==> src/hdl/motor_reply_frame_parser_defines.svh <==
// Assertion macros shared by the motor reply frame parser RTL.
// Depends on nothing; included by the files that carry assertions.
`ifndef MOTOR_REPLY_FRAME_PARSER_DEFINES_SVH
`define MOTOR_REPLY_FRAME_PARSER_DEFINES_SVH

// Antecedent implies consequent in the same cycle.
`define MRFP_ASSERT_IMPL(label, clk, rst_n, ante, cons) \
  label: assert property (@(posedge clk) disable iff (!rst_n) (ante) |-> (cons)) \
    else $error("motor reply frame parser: same-cycle check failed");

// Antecedent implies consequent in the next cycle.
`define MRFP_ASSERT_NEXT(label, clk, rst_n, ante, cons) \
  label: assert property (@(posedge clk) disable iff (!rst_n) (ante) |=> (cons)) \
    else $error("motor reply frame parser: next-cycle check failed");

`endif

==> src/hdl/mrfp_pkg.sv <==
// Types, frame constants and helper functions for the motor reply frame parser.
// Depends on nothing; imported by the parser top level.
package mrfp_pkg;

  localparam logic [7:0] HDR_BYTE  = 8'hA5;
  localparam logic [7:0] CMD_SPEED = 8'h02;
  localparam logic [7:0] CMD_ANGLE = 8'h04;
  localparam logic [7:0] CMD_LOC   = 8'h05;

  localparam int unsigned FRAME_LEN = 7;
  localparam logic [2:0] POS_HUNT  = 3'd0;
  localparam logic [2:0] POS_CMD   = 3'd1;
  localparam logic [2:0] POS_FIRST = 3'd2;
  localparam logic [2:0] POS_CSUM  = 3'(FRAME_LEN - 1);

  localparam logic REG_LEFT_NEGATE  = 1'b0;
  localparam logic REG_RIGHT_NEGATE = 1'b1;

  typedef enum logic [2:0] {
    KIND_SPEED = 3'd0,
    KIND_ANGLE = 3'd1,
    KIND_LOC   = 3'd2,
    KIND_OTHER = 3'd3,
    KIND_ERROR = 3'd4
  } frame_kind_t;

  typedef logic signed [15:0] value_t;

  function automatic value_t negate_sat(input value_t v, input logic neg);
    value_t res;
    if (!neg) begin
      res = v;
    end else if (v == 16'sh8000) begin
      res = 16'sh7FFF;
    end else begin
      res = -v;
    end
    return res;
  endfunction

endpackage

==> src/hdl/motor_reply_frame_parser.sv <==
// Motor reply frame parser: hunts for header 0xA5 and decodes 7-byte reply frames.
// A checksum word is held in the input register, then its result is written to the result register.
// Throughput: one word per cycle; only a stalled result holding the output register
// can stall the input, and then only for the checksum word of a frame.
// Reset (rst_n, synchronous, active low) empties both stages, clears the negate
// registers and returns the parser to header hunting. Depends on mrfp_pkg and the defines header.
`include "motor_reply_frame_parser_defines.svh"

module motor_reply_frame_parser (
  input  logic                 clk,
  input  logic                 rst_n,
  input  logic                 in_valid,
  output logic                 in_stall,
  input  logic [7:0]           in_rx_byte,
  output logic                 out_valid,
  input  logic                 out_stall,
  output mrfp_pkg::frame_kind_t out_frame_kind,
  output mrfp_pkg::value_t     out_left_value,
  output mrfp_pkg::value_t     out_right_value,
  input  logic                 psel,
  input  logic                 penable,
  input  logic                 pwrite,
  input  logic [2:0]           paddr,
  input  logic [31:0]          pwdata,
  output logic [31:0]          prdata,
  output logic                 pready
);
  import mrfp_pkg::*;

  logic        left_neg_r;
  logic        right_neg_r;

  logic        s1_valid_r;
  logic [7:0]  s1_byte_r;

  logic [2:0]  pos_r;
  logic [2:0]  pos_nxt;
  logic [7:0]  sum_r;
  logic [7:0]  sum_nxt;
  logic [7:0]  cmd_r;
  logic [7:0]  payload_r [4];
  logic [1:0]  pay_idx;

  logic        s1_res;
  logic        s1_adv;
  logic        in_fire;

  frame_kind_t kind_nxt;
  value_t      left_nxt;
  value_t      right_nxt;
  value_t      left_raw;
  value_t      right_raw;

  logic        out_valid_r;
  frame_kind_t kind_r;
  value_t      left_r;
  value_t      right_r;

  // Configuration port
  assign pready = 1'b1;
  assign prdata = {31'b0, (paddr[2] == REG_RIGHT_NEGATE) ? right_neg_r : left_neg_r};

  always_ff @(posedge clk) begin
    if (!rst_n) begin
      left_neg_r  <= 1'b0;
      right_neg_r <= 1'b0;
    end else if (psel && penable && pwrite && pready) begin
      unique case (paddr[2])
        REG_LEFT_NEGATE:  left_neg_r  <= pwdata[0];
        REG_RIGHT_NEGATE: right_neg_r <= pwdata[0];
        default:          left_neg_r  <= left_neg_r;
      endcase
    end
  end

  // Handshake between the input register and the result register
  assign s1_res   = (pos_r == POS_CSUM);
  assign s1_adv   = s1_valid_r && (!s1_res || !out_valid_r || !out_stall);
  assign in_stall = s1_valid_r && !s1_adv;
  assign in_fire  = in_valid && !in_stall;

  assign pay_idx   = 2'(pos_r - POS_FIRST);
  assign left_raw  = {payload_r[0], payload_r[1]};
  assign right_raw = {payload_r[2], payload_r[3]};

  always_comb begin
    pos_nxt = pos_r;
    sum_nxt = sum_r;
    if (pos_r == POS_HUNT || pos_r > POS_CSUM) begin
      if (s1_byte_r == HDR_BYTE) begin
        pos_nxt = POS_CMD;
        sum_nxt = s1_byte_r;
      end else begin
        pos_nxt = POS_HUNT;
      end
    end else if (pos_r == POS_CSUM) begin
      pos_nxt = POS_HUNT;
      sum_nxt = 8'd0;
    end else begin
      pos_nxt = pos_r + 3'd1;
      sum_nxt = sum_r + s1_byte_r;
    end
  end

  always_comb begin
    kind_nxt  = KIND_OTHER;
    left_nxt  = '0;
    right_nxt = '0;
    if (s1_byte_r != sum_r) begin
      kind_nxt = KIND_ERROR;
    end else begin
      unique case (cmd_r)
        CMD_SPEED: begin
          kind_nxt  = KIND_SPEED;
          left_nxt  = left_raw;
          right_nxt = right_raw;
        end
        CMD_ANGLE: begin
          kind_nxt  = KIND_ANGLE;
          left_nxt  = left_raw;
          right_nxt = right_raw;
        end
        CMD_LOC: begin
          kind_nxt  = KIND_LOC;
          left_nxt  = negate_sat(left_raw, left_neg_r);
          right_nxt = negate_sat(right_raw, right_neg_r);
        end
        default: begin
          kind_nxt = KIND_OTHER;
        end
      endcase
    end
  end

  always_ff @(posedge clk) begin
    if (!rst_n) begin
      s1_valid_r <= 1'b0;
      pos_r      <= POS_HUNT;
      sum_r      <= 8'd0;
    end else begin
      if (in_fire) begin
        s1_valid_r <= 1'b1;
      end else if (s1_adv) begin
        s1_valid_r <= 1'b0;
      end
      if (s1_adv) begin
        pos_r <= pos_nxt;
        sum_r <= sum_nxt;
      end
    end
  end

  always_ff @(posedge clk) begin
    if (in_fire) begin
      s1_byte_r <= in_rx_byte;
    end
    if (s1_adv && pos_r == POS_CMD) begin
      cmd_r <= s1_byte_r;
    end
    if (s1_adv && pos_r >= POS_FIRST && pos_r < POS_CSUM) begin
      payload_r[pay_idx] <= s1_byte_r;
    end
  end

  // Result register
  always_ff @(posedge clk) begin
    if (!rst_n) begin
      out_valid_r <= 1'b0;
    end else if (s1_adv && s1_res) begin
      out_valid_r <= 1'b1;
    end else if (!out_stall) begin
      out_valid_r <= 1'b0;
    end
  end

  always_ff @(posedge clk) begin
    if (s1_adv && s1_res) begin
      kind_r  <= kind_nxt;
      left_r  <= left_nxt;
      right_r <= right_nxt;
    end
  end

  assign out_valid       = out_valid_r;
  assign out_frame_kind  = kind_r;
  assign out_left_value  = left_r;
  assign out_right_value = right_r;

  `MRFP_ASSERT_IMPL(a_pos_range, clk, rst_n, 1'b1, pos_r <= POS_CSUM)
  `MRFP_ASSERT_NEXT(a_csum_gives_result, clk, rst_n, s1_adv && pos_r == POS_CSUM, out_valid_r)
  `MRFP_ASSERT_IMPL(a_stall_cause, clk, rst_n, in_stall,
                    s1_valid_r && out_valid_r && out_stall && pos_r == POS_CSUM)
  `MRFP_ASSERT_IMPL(a_error_zero, clk, rst_n, out_valid_r && kind_r == KIND_ERROR,
                    left_r == 16'sd0 && right_r == 16'sd0)

endmodule

==> config.mk <==
export PLATFORM = sky130hd
export DESIGN_NAME = motor_reply_frame_parser
export DESIGN_NICKNAME = d
export VERILOG_FILES = /design/src/hdl/mrfp_pkg.sv /design/src/hdl/motor_reply_frame_parser.sv
export VERILOG_INCLUDE_DIRS = /design/src /design/src/hdl
export SDC_FILE = /design/constraint.sdc
export NUM_CORES = 1
export LEC_CHECK = 0
export BUFFER_PORTS_ARGS = -buffer_cell sky130_fd_sc_hd__buf_2
export CORE_AREA = 2 2 125 127
export DETAILED_ROUTE_END_ITERATION = 16
export DIE_AREA = 0 0 127 129
export GPL_ROUTABILITY_DRIVEN = 0
export HOLD_SLACK_MARGIN = 0.12
export PLACE_DENSITY = 0.58
export SKIP_LAST_GASP = 1
export SYNTH_ARGS = -nofsm -noshare
export SYNTH_HDL_FRONTEND = slang
export SYNTH_SLANG_ARGS = --single-unit
==> constraint.sdc <==
create_clock -name clk -period 3.9 [get_ports clk]
set_input_delay 0 -clock clk [delete_from_list [all_inputs] [get_ports clk]]
set_output_delay 0 -clock clk [all_outputs]
set_load 0.05 [all_outputs]
==> results of run 1 <==
## routing by layer
| layer | global-route usage (%) | share of wire (%) |
|---|---|---|
| met5 | 0 | 0 |
| met4 | 5.69 | 1.9 |
| met3 | 2.79 | 6.2 |
| met2 | 22.3 | 45 |
| met1 | 19.2 | 47 |
## per-stage QoR
step | total power [mW] | cell area (sq um)
final | 2.33 | 6100
after global routing | 2.40 | 6100
after CTS | 2.35 | 6100
after detailed placement | 1.30 | 5550
after global placement | 1.30 | 5550
after floorplan | 1.30 | 5300
## logic make-up after synthesis
group           synth area share [%]
simple gates                    15.5
compound gates                  18.1
flops                           53.8
buf+inv                         7.12
fa+ha+maj                       3.52
xor+xnor                        1.18
mux                            0.603
other cells                    0.145
## worst max path at each step
| stage | depth (start not counted) | startpoint | endpoint | slack [ns] |
|---|---|---|---|---|
| finish | 8 | payload_r[1][0]$_DFFE_PP_ | out_left_value[15]$_SDFFCE_PP0P_ | 0.80 |
| global route | 8 | payload_r[1][0]$_DFFE_PP_ | out_left_value[15]$_SDFFCE_PP0P_ | 0.56 |
| CTS | 8 | payload_r[1][0]$_DFFE_PP_ | out_left_value[15]$_SDFFCE_PP0P_ | 0.85 |
| detailed placement | 8 | payload_r[1][0]$_DFFE_PP_ | out_left_value[15]$_SDFFCE_PP0P_ | 0.84 |
| global placement | 8 | payload_r[1][0]$_DFFE_PP_ | out_left_value[15]$_SDFFCE_PP0P_ | 0.85 |
| floorplan | 3 | out_valid$_SDFFE_PN0P_ | s1_byte_r[0]$_DFFE_PP_ | 0.45 |
## state kept, by name (all words and copies together), names as in the netlist, 3 cells and up
name,flops
out_left_value,16
pos_r,3
out_frame_kind,3
payload_r,32
out_right_value,16
cmd_r,8
sum_r,8
s1_byte_r,8
## cells in the final DEF, fill, tap and decap left out, types with 12 or more instances in the layout
cell	synthesis	routed
sky130_fd_sc_hd__edfxtp_1	83	83
sky130_fd_sc_hd__buf_2	1	54
sky130_fd_sc_hd__o21ai_0	49	49
sky130_fd_sc_hd__a21oi_1	46	46
sky130_fd_sc_hd__nand2_1	42	42
sky130_fd_sc_hd__nor2_1	38	38
sky130_fd_sc_hd__conb_1	2	32
sky130_fd_sc_hd__dlygate4sd3_1	0	19
sky130_fd_sc_hd__dfxtp_1	15	15
sky130_fd_sc_hd__ha_1	13	13
sky130_fd_sc_hd__inv_1	12	12
sky130_fd_sc_hd__nand2b_1	12	12
## critical path: stages, from the launching register on
cell and delay [ns]:
sky130_fd_sc_hd__edfxtp_1 0.44, sky130_fd_sc_hd__inv_1 0.11, sky130_fd_sc_hd__ha_1 0.19, sky130_fd_sc_hd__or4b_4 0.50
sky130_fd_sc_hd__or4_4 0.52, sky130_fd_sc_hd__nor3_2 0.71, sky130_fd_sc_hd__nor3b_1 0.10, sky130_fd_sc_hd__o21ai_0 0.19
sky130_fd_sc_hd__a21oi_1 0.08
## Yosys cell counts (3+ instances only)
cell type	count
sky130_fd_sc_hd__nor2b_1	3
sky130_fd_sc_hd__dfxtp_1	15
sky130_fd_sc_hd__o31ai_1	11
sky130_fd_sc_hd__edfxtp_1	83
sky130_fd_sc_hd__o41ai_1	3
sky130_fd_sc_hd__o21ai_0	49
sky130_fd_sc_hd__buf_4	32
sky130_fd_sc_hd__ha_1	13
sky130_fd_sc_hd__nand3_1	11
sky130_fd_sc_hd__a21boi_0	6
sky130_fd_sc_hd__or4_1	5
sky130_fd_sc_hd__nand2b_1	12
sky130_fd_sc_hd__nor3b_1	3
sky130_fd_sc_hd__a21oi_1	46
sky130_fd_sc_hd__xnor2_1	5
sky130_fd_sc_hd__o211a_1	3
sky130_fd_sc_hd__and3_1	4
sky130_fd_sc_hd__o211ai_1	4
sky130_fd_sc_hd__nand2_1	42
sky130_fd_sc_hd__nor3_1	8
sky130_fd_sc_hd__nor2_1	38
sky130_fd_sc_hd__or3_1	5
sky130_fd_sc_hd__a22oi_1	7
sky130_fd_sc_hd__and2_1	4
sky130_fd_sc_hd__clkbuf_1	19
sky130_fd_sc_hd__a21o_1	10
sky130_fd_sc_hd__nor4_1	4
sky130_fd_sc_hd__inv_1	12
## power breakdown
part / internal (mW) / total (mW) / switching, mW
Clock: 0.662 / 1.04 / 0.379
Combinational: 0.0322 / 0.128 / 0.0957
Sequential: 1.14 / 1.16 / 0.0213
Total: 1.83 / 2.33 / 0.496
## timing repair
item	CTS	global route
hold endpoints to repair	23	0
hold buffers	19	0
gates resized for setup	0	0
## cell type report
class | instances | area share, %
tap | 188 | 3.86
clock buffer | 12 | 4.21
sequential | 98 | 45.8
timing repair buffer | 81 | 8.54
multi-input combinational | 365 | 35.3
clock inverter | 4 | 1.60
inverter | 12 | 0.739
==> out/qor.tcl, run 1 <==
set qor(critPathCaptureType) {register}
set qor(hold_violations) 0
set qor(result_of_the_run) {finished, final reports clean}
set qor(routed_wire_length_per_instance_um) 14.9
set qor(synth_flop_cell) {sky130_fd_sc_hd__edfxtp_1}
set qor(cts_buffer_depth) 2
set qor(synth-seq-cells) 98
set qor(final-instance-count-excl-fill) 760
set qor(place_ws_ns) 0.843
set qor(synthDominantAreaCellType) {sky130_fd_sc_hd__edfxtp_1}
set qor(cp.arrival_ns) 3.18
set qor(grt_first_pass_wirelength_um) 18100
set qor(syn_avg_cell_area_sq_um) 10.4
set qor(timing.slew.headroom_pct) 37.3
set qor(finalHoldWorstSlack_ns) 0.363
set qor(drt_iter0_drc) 327
set qor(route.antenna.remaining_nets) 0
set qor(start_util_pct) 34.6
set qor(placed_cells) 725
set qor(finalClockSkew_ns) 0.0117
set qor(post-route-period-util_pct) 79.4
set qor(worstPathRequired_ns) 3.99
set qor(final-seq-area_sq_mm) 0.00279
set qor(period_minus_ws_final_ns) 3.10
set qor(min_path_cells) 2
set qor(rsz0062_at_grt) {false}
set qor(utilization_pct) 40.7
set qor(htree_levels) 3
set qor(finalWirelength_um) 11300
set qor(ff2ff_path_depth) 8
set qor(vias_in_the_first_global_route) 3533
set qor(worst-slew-pin-transition_ns) 0.938
set qor(multi_input_comb_area_sq_mm) 0.00215
set qor(pin_count) 120
set qor(place.port_buffers) 54
set qor(worst_r2r_endpoint) {out_left_value[15]$_SDFFCE_PP0P_}
set qor(synth.yosys.seq_area_share_pct) 53.8
set qor(clock_latency_ns) 0.35
set qor(drive_above_1_share_pct) 15.0
set qor(path_clk_slew_ns) 0.07
set qor(timing.hold.worst_endpoint) {s1_byte_r[5]$_DFFE_PP_}
set qor(peakVddDrop_uv) 197
set qor(startpoint_type) {register}
set qor(n_fill_cell) 1443
set qor(area_delta_synth_final_pct) 17.5
set qor(core_region_area_sq_mm) 0.0150
set qor(cts_root_buffer) {sky130_fd_sc_hd__clkbuf_16}
set qor(area_of_the_mapped_netlist_sq_mm) 0.00519
set qor(number_of_setup_violations_in_the_final_report) 0
set qor(synth-edff-count) 83
set qor(die-height_um) 129
set qor(post_synth_inst_count) 499
set qor(r2r_setup_slack_ns) 0.80
set qor(leakagePower_nw) 2.10
set qor(max-cap-violations) 0
set qor(postCtsSetupRepairBufs) 0
set qor(worst-setup-path-type) {register to register}
set qor(antenna_found_initial) 0
set qor(r2r-start) {payload_r[1][0]$_DFFE_PP_}
set qor(async_flop_share_pct) 0
set qor(cts_made_buffers) 9
set qor(powerDensity_mw_per_mm2) 382
set qor(worstHoldPathType) {primary input to register}
set qor(yosysWarnings) 0
set qor(fp-row-count) 45
set qor(number_of_sinks_on_the_clock_net) 98
set qor(design.final.nets) 631
set qor(timing.fmax_mhz) 323
set qor(post-route-drc-count) 0
set qor(hold_path.startpoint) {in_rx_byte[5]}
set qor(total_die_area_sq_mm) 0.0164
set qor(netlist.area_leader.share_pct) 48.0
set qor(route.detailed.vias_per_inst) 5.12
set qor(finalMaxSlewViolations) 0
set qor(yosys-top-cells-area) {sky130_fd_sc_hd__edfxtp_1 48%, sky130_fd_sc_hd__dfxtp_1 5.8%, sky130_fd_sc_hd__o21ai_0 4.7%, sky130_fd_sc_hd__buf_4 4.6%, sky130_fd_sc_hd__a21oi_1 4.4%}
set qor(cp_max_fo) 15
set qor(ys_types) 57
set qor(grt.overflow.total) 0
set qor(grt_util_overall_pct) 14.1
set qor(hpwl_um) 7810
set qor(fp.dieW_um) 127
set qor(worst_slack_ns) 0.805
set qor(grt_max_degree) 39
set qor(dr_total_vias) 3890
set qor(first_pass_iters) 4
set qor(cts_tree) {yes}
set qor(tns_ns) 0
set qor(num_antenna_cells) 0
Note: power is estimated with default switching activity, not from simulation.
==> inputs of run 2 (changes only) <==
--- a/config.mk
+++ b/config.mk
@@ -12,7 +12,7 @@
 export DIE_AREA = 0 0 127 129
 export GPL_ROUTABILITY_DRIVEN = 0
 export HOLD_SLACK_MARGIN = 0.12
-export PLACE_DENSITY = 0.58
+export PLACE_DENSITY = 0.6
 export SKIP_LAST_GASP = 1
 export SYNTH_ARGS = -nofsm -noshare
 export SYNTH_HDL_FRONTEND = slang
==> constraint.sdc (replaced) <==
create_clock -name clk -period 2.5 [get_ports clk]
set_input_delay 0 -clock clk [delete_from_list [all_inputs] [get_ports clk]]
set_output_delay 0 -clock clk [all_outputs]
set_load 0.05 [all_outputs]
==> out/qor.tcl, run 2 (same netlist as run 1, synthesis figures left out) <==
set qor(finalMaxSlewViolations) 0 ;# unchanged
set qor(utilization_pct) 42.4 ;# +1.7 points
set qor(place_ws_ns) -0.0672 ;# -0.911 ns
set qor(topRoutingLayerUsed) {met4}
set qor(place.port_buffers) 54 ;# unchanged
set qor(hold_path.startpoint) {in_rx_byte[3]}
set qor(drt_iter0_drc) 403 ;# +23%
set qor(hpwl_um) 8230 ;# +5.4%
set qor(peakVddDrop_uv) 315 ;# +60%
set qor(pin_count) 120 ;# unchanged
set qor(cts_made_buffers) 9 ;# unchanged
set qor(post-route-period-util_pct) 104 ;# +24 points
set qor(worst-setup-path-type) {register to register}
set qor(largest_register_ffs) 32 ;# unchanged
set qor(first_pass_iters) 5 ;# +1
set qor(fp.dieW_um) 127 ;# unchanged
set qor(timing.fmax_mhz) 386 ;# +19%
set qor(rsz0062_at_grt) {true}
set qor(worst-slew-pin-transition_ns) 0.716 ;# -0.222 ns
set qor(total_die_area_sq_mm) 0.0164 ;# unchanged
set qor(die-height_um) 129 ;# unchanged
set qor(cts_root_buffer) {sky130_fd_sc_hd__clkbuf_16}
set qor(path_delay_family) {simple AND/OR/NAND/NOR gates}
set qor(registers.top_by_ff_count) {payload_r}
set qor(total_power_mw) 3.37 ;# +44%
set qor(critPathCaptureType) {register}
set qor(timing.hold.worst_endpoint) {s1_byte_r[3]$_DFFE_PP_}
set qor(grt_max_degree) 39 ;# unchanged
set qor(violations) {negative setup slack}
set qor(cts_tree) {yes}
set qor(path_common_cell) {sky130_fd_sc_hd__or4_4}
set qor(powerDensity_mw_per_mm2) 530 ;# +39%
set qor(result_of_the_run) {finished with violations}
set qor(path_buf_inv) 1 ;# unchanged
set qor(max-cap-violations) 0 ;# unchanged
set qor(area_delta_synth_final_pct) 22.4
set qor(number_of_setup_violations_in_the_final_report) 1 ;# +1
set qor(dr_total_vias) 4112 ;# +5.7%
set qor(critical_path.slowest_cell) {sky130_fd_sc_hd__or4b_4}
set qor(timing.slew.headroom_pct) 52.1 ;# +15 points
set qor(met3_wirelength_um) 611 ;# -13%
set qor(worst_slack_ns) -0.0912 ;# -0.896 ns
set qor(cp_max_fo) 3 ;# -12
set qor(htree_levels) 3 ;# unchanged
set qor(grt.overflow.total) 0 ;# unchanged
set qor(ff2ff_path_depth) 7 ;# -1
set qor(number_of_sinks_on_the_clock_net) 98 ;# unchanged
set qor(cpPeakStageDelay_ns) 0.45 ;# -0.26 ns
set qor(wirelength_met1_um) 5300 ;# -0.32%
set qor(design.final.nets) 666 ;# +5.5%
set qor(post-route-drc-count) 0 ;# unchanged
set qor(fp-row-count) 45 ;# unchanged
set qor(worstHoldPathType) {primary input to register}
set qor(leading_cell_type_in_the_layout_fill_and_taps_excluded) {sky130_fd_sc_hd__edfxtp_1}
set qor(vias_in_the_first_global_route) 3837 ;# +8.6%
set qor(min_path_cells) 2 ;# unchanged
set qor(r2r-start) {payload_r[1][0]$_DFFE_PP_}
set qor(leakagePower_nw) 2.25 ;# +7.1%
set qor(route.antenna.remaining_nets) 0 ;# unchanged
set qor(route.detailed.vias_per_inst) 5.17 ;# +1.1%
set qor(cts_buffer_depth) 2 ;# unchanged
set qor(final_cell_mix) {83 x sky130_fd_sc_hd__edfxtp_1, 54 x sky130_fd_sc_hd__buf_2, 49 x sky130_fd_sc_hd__o21ai_0}
set qor(worstPathRequired_ns) 2.59 ;# -1.40 ns
set qor(finalHoldWorstSlack_ns) 0.362 ;# -0.00121 ns
set qor(path_clk_slew_ns) 0.07 ;# about the same
set qor(start_util_pct) 34.6 ;# unchanged
set qor(r2r_setup_slack_ns) -0.09 ;# -0.90 ns
set qor(worst_r2r_endpoint) {out_left_value[14]$_SDFFCE_PP0P_}
set qor(finalClockSkew_ns) 0.00626 ;# -0.00546 ns
set qor(antenna_found_initial) 0 ;# unchanged
set qor(finalWirelength_um) 11500 ;# +1.8%
set qor(hold_violations) 0 ;# unchanged
set qor(route.met2.wl_um) 5430 ;# +6.7%
set qor(grt_first_pass_wirelength_um) 18800 ;# +3.7%
set qor(clock_latency_ns) 0.34 ;# about the same
set qor(routed_wire_length_per_instance_um) 14.5 ;# -2.7%
set qor(grt_util_overall_pct) 14.3 ;# +0.17 points
set qor(drive_above_1_share_pct) 20.4 ;# +5.4 points
set qor(startpoint_type) {register}
set qor(core_region_area_sq_mm) 0.0150 ;# unchanged
set qor(crit_path_cell_trace) {inv_2 > ha_4 > or4b_4 > or4_4 > or4_4 > o211ai_1 > a221oi_2}
set qor(tns_ns) -0.0912 ;# -0.0912 ns
set qor(num_antenna_cells) 0 ;# unchanged
set qor(period_minus_ws_final_ns) 2.59 ;# -0.504 ns
set qor(cp.arrival_ns) 2.68 ;# -0.50 ns
run 2: layout make-up:
| cell class | instances | area [sq um] |
|---|---|---|
| Fill cell | 1467 | 8630 |
| Sequential cell | 98 | 2790 |
| Multi-Input combinational cell | 365 | 2190 |
| Timing Repair Buffer | 116 | 803 |
| Tap cell | 188 | 235 |
| Clock buffer | 10 | 229 |
| Clock inverter | 6 | 57.6 |
| Inverter | 12 | 45.0 |
run 2: power breakdown:
group          switching (mW)  leakage (nW)  internal [mW]
logic                   0.171          1.31         0.0621
clock network           0.573         0.134          0.767
registers              0.0139         0.802           1.78
total                   0.758          2.25           2.61
run 2: worst max path at each step:
stage                                    startpoint                                to  slack, ns  depth (start not counted)
after global placement    payload_r[1][0]$_DFFE_PP_  out_left_value[14]$_SDFFCE_PP0P_      0.006                          8
after floorplan           payload_r[1][0]$_DFFE_PP_  out_left_value[14]$_SDFFCE_PP0P_       0.01                          8
after detailed placement  payload_r[1][1]$_DFFE_PP_  out_left_value[14]$_SDFFCE_PP0P_      -0.07                          7
after CTS                 payload_r[1][0]$_DFFE_PP_  out_left_value[14]$_SDFFCE_PP0P_      -0.07                          8
final                     payload_r[1][0]$_DFFE_PP_  out_left_value[14]$_SDFFCE_PP0P_      -0.09                          7
after global routing      payload_r[1][0]$_DFFE_PP_  out_left_value[14]$_SDFFCE_PP0P_      -0.16                          7
run 2: worst reg2reg max path, cell delays in order, from the launching register on:
cell	delay, ns
sky130_fd_sc_hd__edfxtp_1	0.40
sky130_fd_sc_hd__inv_2	0.10
sky130_fd_sc_hd__ha_4	0.14
sky130_fd_sc_hd__or4b_4	0.45
sky130_fd_sc_hd__or4_4	0.45
sky130_fd_sc_hd__or4_4	0.43
sky130_fd_sc_hd__o211ai_1	0.26
sky130_fd_sc_hd__a221oi_2	0.09
run 2: stage by stage:
step / std cells / cell area [sq um]
floorplan: 529 / 5320
global placement: 755 / 5810
detailed placement: 755 / 5810
CTS: 793 / 6310
global route: 795 / 6350
finish: 795 / 6350
run 2: layer usage:
layer / GRT usage (%) / vias up
met3: 3.04 / 15
met1: 18.7 / 1960
li1: - / 1996
met4: 5.49 / 0
met2: 23.4 / 141
met5: 0 / -
run 2: what timing repair did:
| item | in CTS | in global routing |
|---|---|---|
| setup buffers | 3 | 2 |
| setup endpoints to repair | 1 | 27 |
| hold endpoints to repair | 23 | 0 |
| hold buffers | 19 | 0 |
| pin swaps | 0 | 3 |
| resized for setup | 1 | 6 |
